==> src/hw/rtl/bsim_pkg.sv <==
// types, constants and the mirroring table of the bank switch irq mapper
package bsim_pkg;

    localparam int BankBitsDefault = 8;

    localparam int AddrW  = 16;
    localparam int DataW  = 8;
    localparam int CycW   = 8;
    localparam int OffW   = 22;
    localparam int CntW   = 16;
    localparam int NtW    = 4;
    localparam int NumPat = 8;

    typedef enum logic [1:0] {
        FUNC_WRITE     = 2'd0,
        FUNC_TICK      = 2'd1,
        FUNC_PAT_XLATE = 2'd2,
        FUNC_PRG_XLATE = 2'd3
    } t_func;

    // register select, low address nibble (0-7 are the pattern banks)
    localparam logic [3:0] REG_PRG_BANK = 4'h8;
    localparam logic [3:0] REG_MIRROR   = 4'h9;
    localparam logic [3:0] REG_IRQ_CTRL = 4'hA;
    localparam logic [3:0] REG_LATCH_LO = 4'hB;
    localparam logic [3:0] REG_LATCH_HI = 4'hC;

    localparam logic [AddrW-1:0] REG_BASE   = 16'h6000;
    localparam logic [AddrW-1:0] PAT_LIMIT  = 16'h2000;
    localparam logic [AddrW-1:0] PRG_WIN_LO = 16'h8000;
    localparam logic [AddrW-1:0] PRG_WIN_HI = 16'hBFFF;
    localparam logic [CntW-1:0]  CNT_WRAP   = 16'hFFFF;

    // mirroring mode to nametable map
    function automatic logic [NtW-1:0] nt_map(input logic [1:0] mode);
        logic [NtW-1:0] map;
        case (mode)
            2'd0: begin
                map = 4'hA;
            end
            2'd1: begin
                map = 4'hC;
            end
            2'd2: begin
                map = 4'h0;
            end
            default: begin
                map = 4'hF;
            end
        endcase
        return map;
    endfunction

endpackage

==> src/hw/rtl/bank_switch_irq_mapper.sv <==
// bank switch mapper with cycle down-counter irq, top level
// Each request is captured in an input register, decoded, applied to the mapper state and
// translated by short logic, and the result is loaded into an output register once that
// register is free. A new request is taken every cycle while o_in_stall is low;
// o_in_stall rises only while the input register holds a request and the output
// register is full and stalled. func 0 is a bus write (ignored below 0x6000, decoded by
// the low address nibble), func 1 advances the irq down-counter by elapsed_cycles while
// enabled, func 2 translates a pattern address below 0x2000 through the 1 KB banks and
// func 3 translates a program address in 0x8000-0xBFFF through the 16 KB bank. Every
// result carries the irq level, enable, counter and nametable map after the request.
module bank_switch_irq_mapper
    import bsim_pkg::*;
#(
    parameter int BANK_BITS = BankBitsDefault
) (
    input  logic                 i_clk,
    input  logic                 i_rst_n,
    // request channel
    input  logic                 i_in_valid,
    output logic                 o_in_stall,
    input  logic [1:0]           i_func,
    input  logic [AddrW-1:0]     i_address,
    input  logic [DataW-1:0]     i_write_data,
    input  logic [CycW-1:0]      i_elapsed_cycles,
    // result channel
    output logic                 o_out_valid,
    input  logic                 i_out_stall,
    output logic                 o_irq_line,
    output logic                 o_irq_enabled,
    output logic [OffW-1:0]      o_rom_offset,
    output logic                 o_window_hit,
    output logic [NtW-1:0]       o_nametable_map,
    output logic [CntW-1:0]      o_counter_value
);

    // input register
    logic              r_in_valid;
    t_func             r_func;
    logic [AddrW-1:0]  r_address;
    logic [DataW-1:0]  r_write_data;
    logic [CycW-1:0]   r_cycles;

    // mapper state; only the low BANK_BITS of a bank number are ever used, so only
    // those are kept
    logic [BANK_BITS-1:0] r_pat_bank [NumPat];
    logic [BANK_BITS-1:0] n_pat_bank [NumPat];
    logic [BANK_BITS-1:0] r_prg_bank, n_prg_bank;
    logic [1:0]           r_mirror, n_mirror;
    logic [CntW-1:0]      r_reload, n_reload;
    logic [CntW-1:0]      r_counter, n_counter;
    logic                 r_cnt_en, n_cnt_en;
    logic                 r_irq, n_irq;

    // output register
    logic              r_out_valid;
    logic [OffW-1:0]   r_offset, n_offset;
    logic              r_hit, n_hit;

    logic out_free;
    logic advance;
    logic in_take;

    // the output register can load when empty or being taken this cycle
    assign out_free   = !r_out_valid || !i_out_stall;
    assign advance    = r_in_valid && out_free;
    assign o_in_stall = r_in_valid && !out_free;
    assign in_take    = !o_in_stall;

    always_ff @(posedge i_clk) begin
        if (!i_rst_n) begin
            r_in_valid <= 1'b0;
        end else if (in_take) begin
            r_in_valid <= i_in_valid;
        end
        // payload loads only with a request, so a held request never changes
        if (in_take && i_in_valid) begin
            r_func       <= t_func'(i_func);
            r_address    <= i_address;
            r_write_data <= i_write_data;
            r_cycles     <= i_elapsed_cycles;
        end
    end

    // decode, state update and translation
    always_comb begin
        logic [3:0] nib;
        logic [2:0] pat_sel;
        n_pat_bank = r_pat_bank;
        n_prg_bank = r_prg_bank;
        n_mirror   = r_mirror;
        n_reload   = r_reload;
        n_counter  = r_counter;
        n_cnt_en   = r_cnt_en;
        n_irq      = r_irq;
        n_offset   = '0;
        n_hit      = 1'b0;
        nib        = r_address[3:0];
        pat_sel    = r_address[12:10];
        case (r_func)
            FUNC_WRITE: begin
                if (r_address >= REG_BASE) begin
                    if (!nib[3]) begin
                        n_pat_bank[nib[2:0]] = r_write_data[BANK_BITS-1:0];
                    end else begin
                        case (nib)
                            REG_PRG_BANK: begin
                                n_prg_bank = r_write_data[BANK_BITS-1:0];
                            end
                            REG_MIRROR: begin
                                n_mirror = r_write_data[1:0];
                            end
                            REG_IRQ_CTRL: begin
                                n_irq     = 1'b0;
                                n_cnt_en  = r_write_data[0];
                                n_counter = r_reload;
                            end
                            REG_LATCH_LO: begin
                                n_reload = {r_reload[CntW-1:DataW], r_write_data};
                            end
                            REG_LATCH_HI: begin
                                n_reload = {r_write_data, r_reload[DataW-1:0]};
                            end
                            default: begin
                                n_reload = r_reload;
                            end
                        endcase
                    end
                end
            end
            FUNC_TICK: begin
                if (r_cnt_en) begin
                    if (CntW'(r_cycles) > r_counter) begin
                        // underflow: park at all ones, stop and raise the line
                        n_counter = CNT_WRAP;
                        n_cnt_en  = 1'b0;
                        n_irq     = 1'b1;
                    end else begin
                        n_counter = r_counter - CntW'(r_cycles);
                    end
                end
            end
            FUNC_PAT_XLATE: begin
                if (r_address < PAT_LIMIT) begin
                    n_offset = (OffW'(r_pat_bank[pat_sel]) << 10) | OffW'(r_address[9:0]);
                    n_hit    = 1'b1;
                end
            end
            default: begin
                if (r_address >= PRG_WIN_LO && r_address <= PRG_WIN_HI) begin
                    n_offset = (OffW'(r_prg_bank) << 14) | OffW'(r_address[13:0]);
                    n_hit    = 1'b1;
                end
            end
        endcase
    end

    always_ff @(posedge i_clk) begin
        if (!i_rst_n) begin
            for (int i = 0; i < NumPat; i++) begin
                r_pat_bank[i] <= '0;
            end
            r_prg_bank  <= '0;
            r_mirror    <= '0;
            r_reload    <= '0;
            r_counter   <= '0;
            r_cnt_en    <= 1'b0;
            r_irq       <= 1'b0;
            r_out_valid <= 1'b0;
        end else begin
            if (advance) begin
                r_pat_bank <= n_pat_bank;
                r_prg_bank <= n_prg_bank;
                r_mirror   <= n_mirror;
                r_reload   <= n_reload;
                r_counter  <= n_counter;
                r_cnt_en   <= n_cnt_en;
                r_irq      <= n_irq;
            end
            if (out_free) begin
                r_out_valid <= advance;
            end
        end
    end

    // translation payload; state fields are read straight from the state registers,
    // which change only together with a new result
    always_ff @(posedge i_clk) begin
        if (advance) begin
            r_offset <= n_offset;
            r_hit    <= n_hit;
        end
    end

    assign o_out_valid     = r_out_valid;
    assign o_irq_line      = r_irq;
    assign o_irq_enabled   = r_cnt_en;
    assign o_rom_offset    = r_offset;
    assign o_window_hit    = r_hit;
    assign o_nametable_map = nt_map(r_mirror);
    assign o_counter_value = r_counter;

endmodule

==> config.mk <==
export PLATFORM = sky130hd
export DESIGN_NAME = bank_switch_irq_mapper
export DESIGN_NICKNAME = d
export VERILOG_FILES = /design/src/hw/rtl/bsim_pkg.sv /design/src/hw/rtl/bank_switch_irq_mapper.sv
export SDC_FILE = /design/constraint.sdc
export NUM_CORES = 1
export LEC_CHECK = 0
export BUFFER_PORTS_ARGS = -buffer_cell sky130_fd_sc_hd__buf_4
export CAP_MARGIN = 20
export CORE_MARGIN = 2
export CORE_UTILIZATION = 34
export CTS_BUF_LIST = sky130_fd_sc_hd__clkbuf_4
export DETAILED_ROUTE_END_ITERATION = 16
export PLACE_DENSITY = 0.55
export SYNTH_ARGS = -nofsm -noshare
export SYNTH_HDL_FRONTEND = slang
export SYNTH_SLANG_ARGS = --single-unit
==> constraint.sdc <==
create_clock -name i_clk -period 4.5 [get_ports i_clk]
set_clock_uncertainty 0.1 [all_clocks]
set_input_delay 1.125 -clock i_clk [delete_from_list [all_inputs] [get_ports i_clk]]
set_output_delay 1.125 -clock i_clk [all_outputs]
set_load 0.02 [all_outputs]
Yosys cells after proc, flatten, opt, wreduce, memory -nomap -nowiden
Cells that the tools add are included.
{"block": "op_classes", "addsub": 1, "multipliers": 0, "div_mod_pow": 0, "order_cmp": 8, "eq_ne": 14, "shift": 0, "n_mux": 32, "bitwise_logic": 7, "reduce_logical": 22}
{"op": "$mux W16", "n": 5}
{"op": "$bwmux W64", "n": 1}
{"op": "$pmux W16 S2", "n": 2}
{"op": "$pmux W22 S2", "n": 1}
{"op": "$bmux W8 S3", "n": 1}
{"op": "$demux W8 S3", "n": 1}
{"op": "$mux W8", "n": 3}
{"op": "$mux W22", "n": 1}
{"op": "$or A22 B14 Y22", "n": 1}
{"op": "$eq A4 B4 Y1 const B", "n": 5}
{"op": "$mux W18", "n": 1}
{"op": "$or A18 B10 Y18", "n": 1}
{"op": "$reduce_and A6 Y1", "n": 3}
{"op": "$ge A16 B15 Y1 const B", "n": 1}
{"op": "$ge A16 B16 Y1 const B", "n": 1}
{"op": "$gt A8 B16 Y1", "n": 1}
{"op": "$le A16 B16 Y1 const B", "n": 1}
{"op": "$lt A16 B14 Y1 const B", "n": 1}
{"op": "$sub A16 B8 Y16", "n": 1}
{"op": "$reduce_and A5 Y1", "n": 3}
{"op": "$mux W1", "n": 12}
{"op": "$pmux W4 S3", "n": 1}
{"op": "$ge A4 B4 Y1 const B", "n": 2}
{"op": "$ne A2 B2 Y1 const B", "n": 4}
{"op": "other kinds (15)", "n": 30}
{"block": "word_totals", "regBits": 167, "latch_bits": 0, "ram_bits": 0, "romBits": 0, "out_inout_bits": 47, "elab_cells": 107, "memories": 0}

Logic depth before layout (Yosys ltp)
{"block": "logic_depth", "word_depth": 7, "ltp_mapped": 10, "depth_no_buf": 9}

Worst setup path before layout
OpenSTA, ideal clock, no wires.
{"block": "synth_timing", "kind": "input port to flip-flop", "start": "input port i_out_stall", "end": "register r_address[0], enable pin", "setup_ps": 429, "arrival_ps": 2948, "required_ps": 3971, "slack_ps": 1023, "cell_stages": 2, "path_buffers": 0, "path_cell_list": "and3_1 nor2b_1"}
{"block": "synth_via", "elab_chain_len": 6}
{"element": "start, declared", "line_no": "bank_switch_irq_mapper.sv:27", "text": "input logic i_out_stall,"}
{"element": "$logic_not A1 Y1", "line_no": "bank_switch_irq_mapper.sv:64", "text": "assign out_free = !r_out_valid || !i_out_stall;"}
{"element": "$logic_or A1 B1 Y1", "line_no": "bank_switch_irq_mapper.sv:64"}
{"element": "$logic_not A1 Y1", "line_no": "bank_switch_irq_mapper.sv:66", "text": "assign o_in_stall = r_in_valid && !out_free;"}
{"element": "$logic_and A1 B1 Y1", "line_no": "bank_switch_irq_mapper.sv:66"}
{"element": "$logic_not A1 Y1", "line_no": "bank_switch_irq_mapper.sv:67", "text": "assign in_take = !o_in_stall;"}
{"element": "$logic_and A1 B1 Y1", "line_no": "bank_switch_irq_mapper.sv:76", "text": "if (in_take && i_in_valid) begin"}
{"element": "end signal, assigned", "line_no": "bank_switch_irq_mapper.sv:78", "text": "r_address <= i_address;"}
{"element": "end, declared", "line_no": "bank_switch_irq_mapper.sv:39", "text": "logic [AddrW-1:0] r_address;"}
No other way between the ends.
A chain may end at the register's enable or synchronous reset.

Worst setup path after layout
{"block": "layout_timing", "start": "register r_counter[0], in the netlist o_counter_value[0]", "end": "register r_counter[3], in the netlist o_counter_value[3]"}
{"block": "layout_via", "elab_chain_len": 4, "elab_cells_between_ends": 5}
{"element": "start, declared", "line_no": "bank_switch_irq_mapper.sv:50", "text": "logic [CntW-1:0] r_counter, n_counter;"}
{"element": "start signal, assigned", "line_no": "bank_switch_irq_mapper.sv:175", "text": "r_counter <= n_counter;"}
{"element": "$sub A16 B8 Y16 / $gt A8 B16 Y1 (equally long branches)", "line_no": "bank_switch_irq_mapper.sv:138, bank_switch_irq_mapper.sv:132"}
{"element": "$mux W16 (*)", "line_no": "bank_switch_irq_mapper.sv:132", "text": "if (CntW'(r_cycles) > r_counter) begin"}
{"element": "$mux W16 (*)", "line_no": "bank_switch_irq_mapper.sv:131", "text": "if (r_cnt_en) begin"}
{"element": "$pmux W16 S2 (*)", "line_no": "bank_switch_irq_mapper.sv:99", "text": "case (r_func)"}
Mark *: on every way between the ends. The rest lies on a longest branch, timed or not. The select of a mux whose other input is x is not followed.

==> run summary <==
IO Pins: 85
Root Buffer: clkbuf_4
final setup margin: 1390 ps
number of hold buffers added after cts: 0
Fin. Hold Viols: 0
drt initial violations: 318
Die W: 153 um
area of placed instances: 0.00841 mm^2
chip height: 153 um
Via density: 5.06
post-route ant nets: 0
setup slack, reg-to-reg: 1390 ps
FMAX: 322 MHz
Reg clk slew, reported paths: 140 ps
Hold Slack: 378 ps
HP Start: r_pat_bank[54]
final worst path period share: 69.1%
number of global-route vias before repair: 5395
RD Place Congestion: 0.814
number of synthesized flops with an enable pin: 57
actual slew at the worst max-slew pin: 897 ps
total number of yosys warnings: 0
FF-to-FF End: o_counter_value[3]
Worst Hold Class: reg2reg
post_cts resized: 0
Slew Viols, Final: 0
Crit Path Max Fanout: 13
LEAKAGE: 3.32 nW
Critical Path End Type: register
Synth Register Bits: 167
Max-slew headroom: 40.2%
reg2reg path depth: 9
RSZ-0062 raised after global routing: false
post-synthesis sequential area ratio: 51.6%
Pwr Total: 2.81 mW
Vias: 5328
Syn Inst Count: 699
worst reg2reg path startpoint: o_counter_value[0]
Slowest cell on crit path: a21oi_2
post-DP HPWL: 12.7 mm
most used flip-flop cell after synthesis: dfxtp_1
Skew-Pair Late Insertion Delay: 570 ps
CP max stage delay: 600 ps
status: complete, no violations
synth unique cells: 64
hold path depth: 2
CP dominant cell by count: a211oi_1
share of cells above drive strength 1: 20.9%
PwrDens: 319 mW/mm^2
Final nets: 809
CP startpoint kind: register
worst vdd ir: 0.000203 V
Critical Path Start: o_counter_value[0]
clk sinks: 167
cts bufs inserted: 17
gr ovfl total: 0
Site Rows: 54
Netlist Area Pre-Place: 0.00758 mm^2
CP cell instances: inv_1, ha_1, fa_1, nand2b_1, a211oi_1, o21ai_2, a21oi_2, a211oi_1, a31o_2
Routed WL: 18.3 mm
Setup CP Type: reg2reg
CTS tree: done
setup violators final: 0
postcts setup bufs: 0
Syn Nets: 749
Avg Synthesized Cell Area: 10.8 um^2
largest net degree at the start of global routing: 63
synth-to-layout area growth: 15.9%
Period minus WS final: 3110 ps
drt wl/cell: 17.4 um
Initial Utilization: 34.7%
Final TNS setup: 0 ps
Port Buffers: 84
worst path required time: 4850 ps
maxcap violations: 0
Post-synth ARST share: 0%
Post-Layout Inst Area: 0.00879 mm^2
H-tree Lvls: 4
Max clock buf depth: 2
number of antenna violations at the first check in global routing: 1
arrival time at the worst endpoint: 3460 ps
Hold Path End: r_pat_bank[54]
DR pass1 iterations: 6
global-route usage over all layers: 15.9%
Core ar.: 0.0218 mm^2
Remaining DRCs: 0
wire length of the first global-routing pass: 29.7 mm
die area: 0.0235 mm^2
post-place setup slack: 949 ps
-- flip-flops by register name, indices dropped and copies added, names as in the netlist, 2 cells and up --
register	count
r_pat_bank	64
o_rom_offset	22
r_cycles	8
r_write_data	8
r_address	16
o_counter_value	16
r_mirror	2
r_prg_bank	8
r_reload	16
r_func	2
-- final cells by class --
cell class	instances	area, um^2
Clock buffer	17	128
Tap cell	280	350
Multi-Input combinational cell	464	3400
Antenna cell	1	2.50
Fill cell	2114	13000
Sequential cell	167	3910
Timing Repair Buffer	93	731
Clock inverter	15	198
Inverter	16	60.1
-- how the worst max path moves through the flow --
| stage | endpoint | depth (start not counted) |
|---|---|---|
| final | o_counter_value[3] | 9 |
| after global routing | o_counter_value[3] | 9 |
| after global placement | r_pat_bank[41] | 9 |
| after floorplan | r_address[0] | 2 |
| after CTS | o_counter_value[13] | 9 |
| after detailed placement | r_pat_bank[40] | 9 |
-- cells in the mapped netlist, types with 22 or more instances --
cell type	count	area [um^2]
edfxtp_1	57	1710
nor2b_1	70	438
nor2_1	22	82.6
nand2_1	66	248
and2_1	24	150
o21ai_0	26	130
a21boi_0	28	210
mux2i_1	65	651
clkbuf_1	45	169
nand3_1	30	150
dfxtp_1	110	2200
-- cells in the final DEF, fill, tap and decap left out, drive strengths merged, types with 5 or more instances in the layout --
cell type,n
o21ai,28
a21oi,17
buf,93
a211oi,6
nand2,66
nor2,23
nor3,6
and2,24
mux2i,65
clkbuf,17
mux4,16
dfxtp,110
nand3,30
nor4,5
clkinv,6
a21boi,31
nor2b,70
inv,20
edfxtp,57
ha,11
-- per-layer routing --
layer	part of all wire, %	up-vias	global-route usage (%)
met5	0	-	0
li1	-	2614	-
met4	1.2	0	3.75
met1	45	2583	20.4
met2	49	115	27.3
met3	4.1	16	3.71
-- power breakdown --
group          switching (mW)  total (mW)  internal (mW)
Combinational          0.0897       0.170         0.0799
Clock                   0.561        1.01          0.445
Sequential             0.0401        1.63           1.59
Total                   0.691        2.81           2.12
-- worst max-delay path, delay by kind of cell (launching register included) --
kind / cells / cell delay, ps
AOI/OAI and AO/OA: 5 / 1640
and+or+nand+nor: 1 / 190
DFF: 1 / 390
adders and majority gates: 2 / 640
buffers and inverters: 1 / 60
-- cell families (layout without fill, tap and decap cells) --
group | Yosys count | after routing | synth area share (%)
compound gates | 116 | 116 | 10.6
xor+xnor | 5 | 5 | 0.578
fa+ha+maj | 12 | 12 | 2.08
buf+inv | 68 | 141 | 3.61
flops | 167 | 167 | 51.6
mux | 81 | 81 | 13.3
other cells | 0 | 1 | 0
simple gates | 250 | 250 | 18.2
-- through the flow --
| stage | util (%) | instances |
|---|---|---|
| final | 40.3 | 1053 |
| after global routing | 40.3 | 1053 |
| after CTS | 40.0 | 1050 |
| after detailed placement | 38.5 | 1018 |
| after global placement | 38.5 | 1018 |
| after floorplan | - | 699 |
Power figures use the tool's default switching activity.
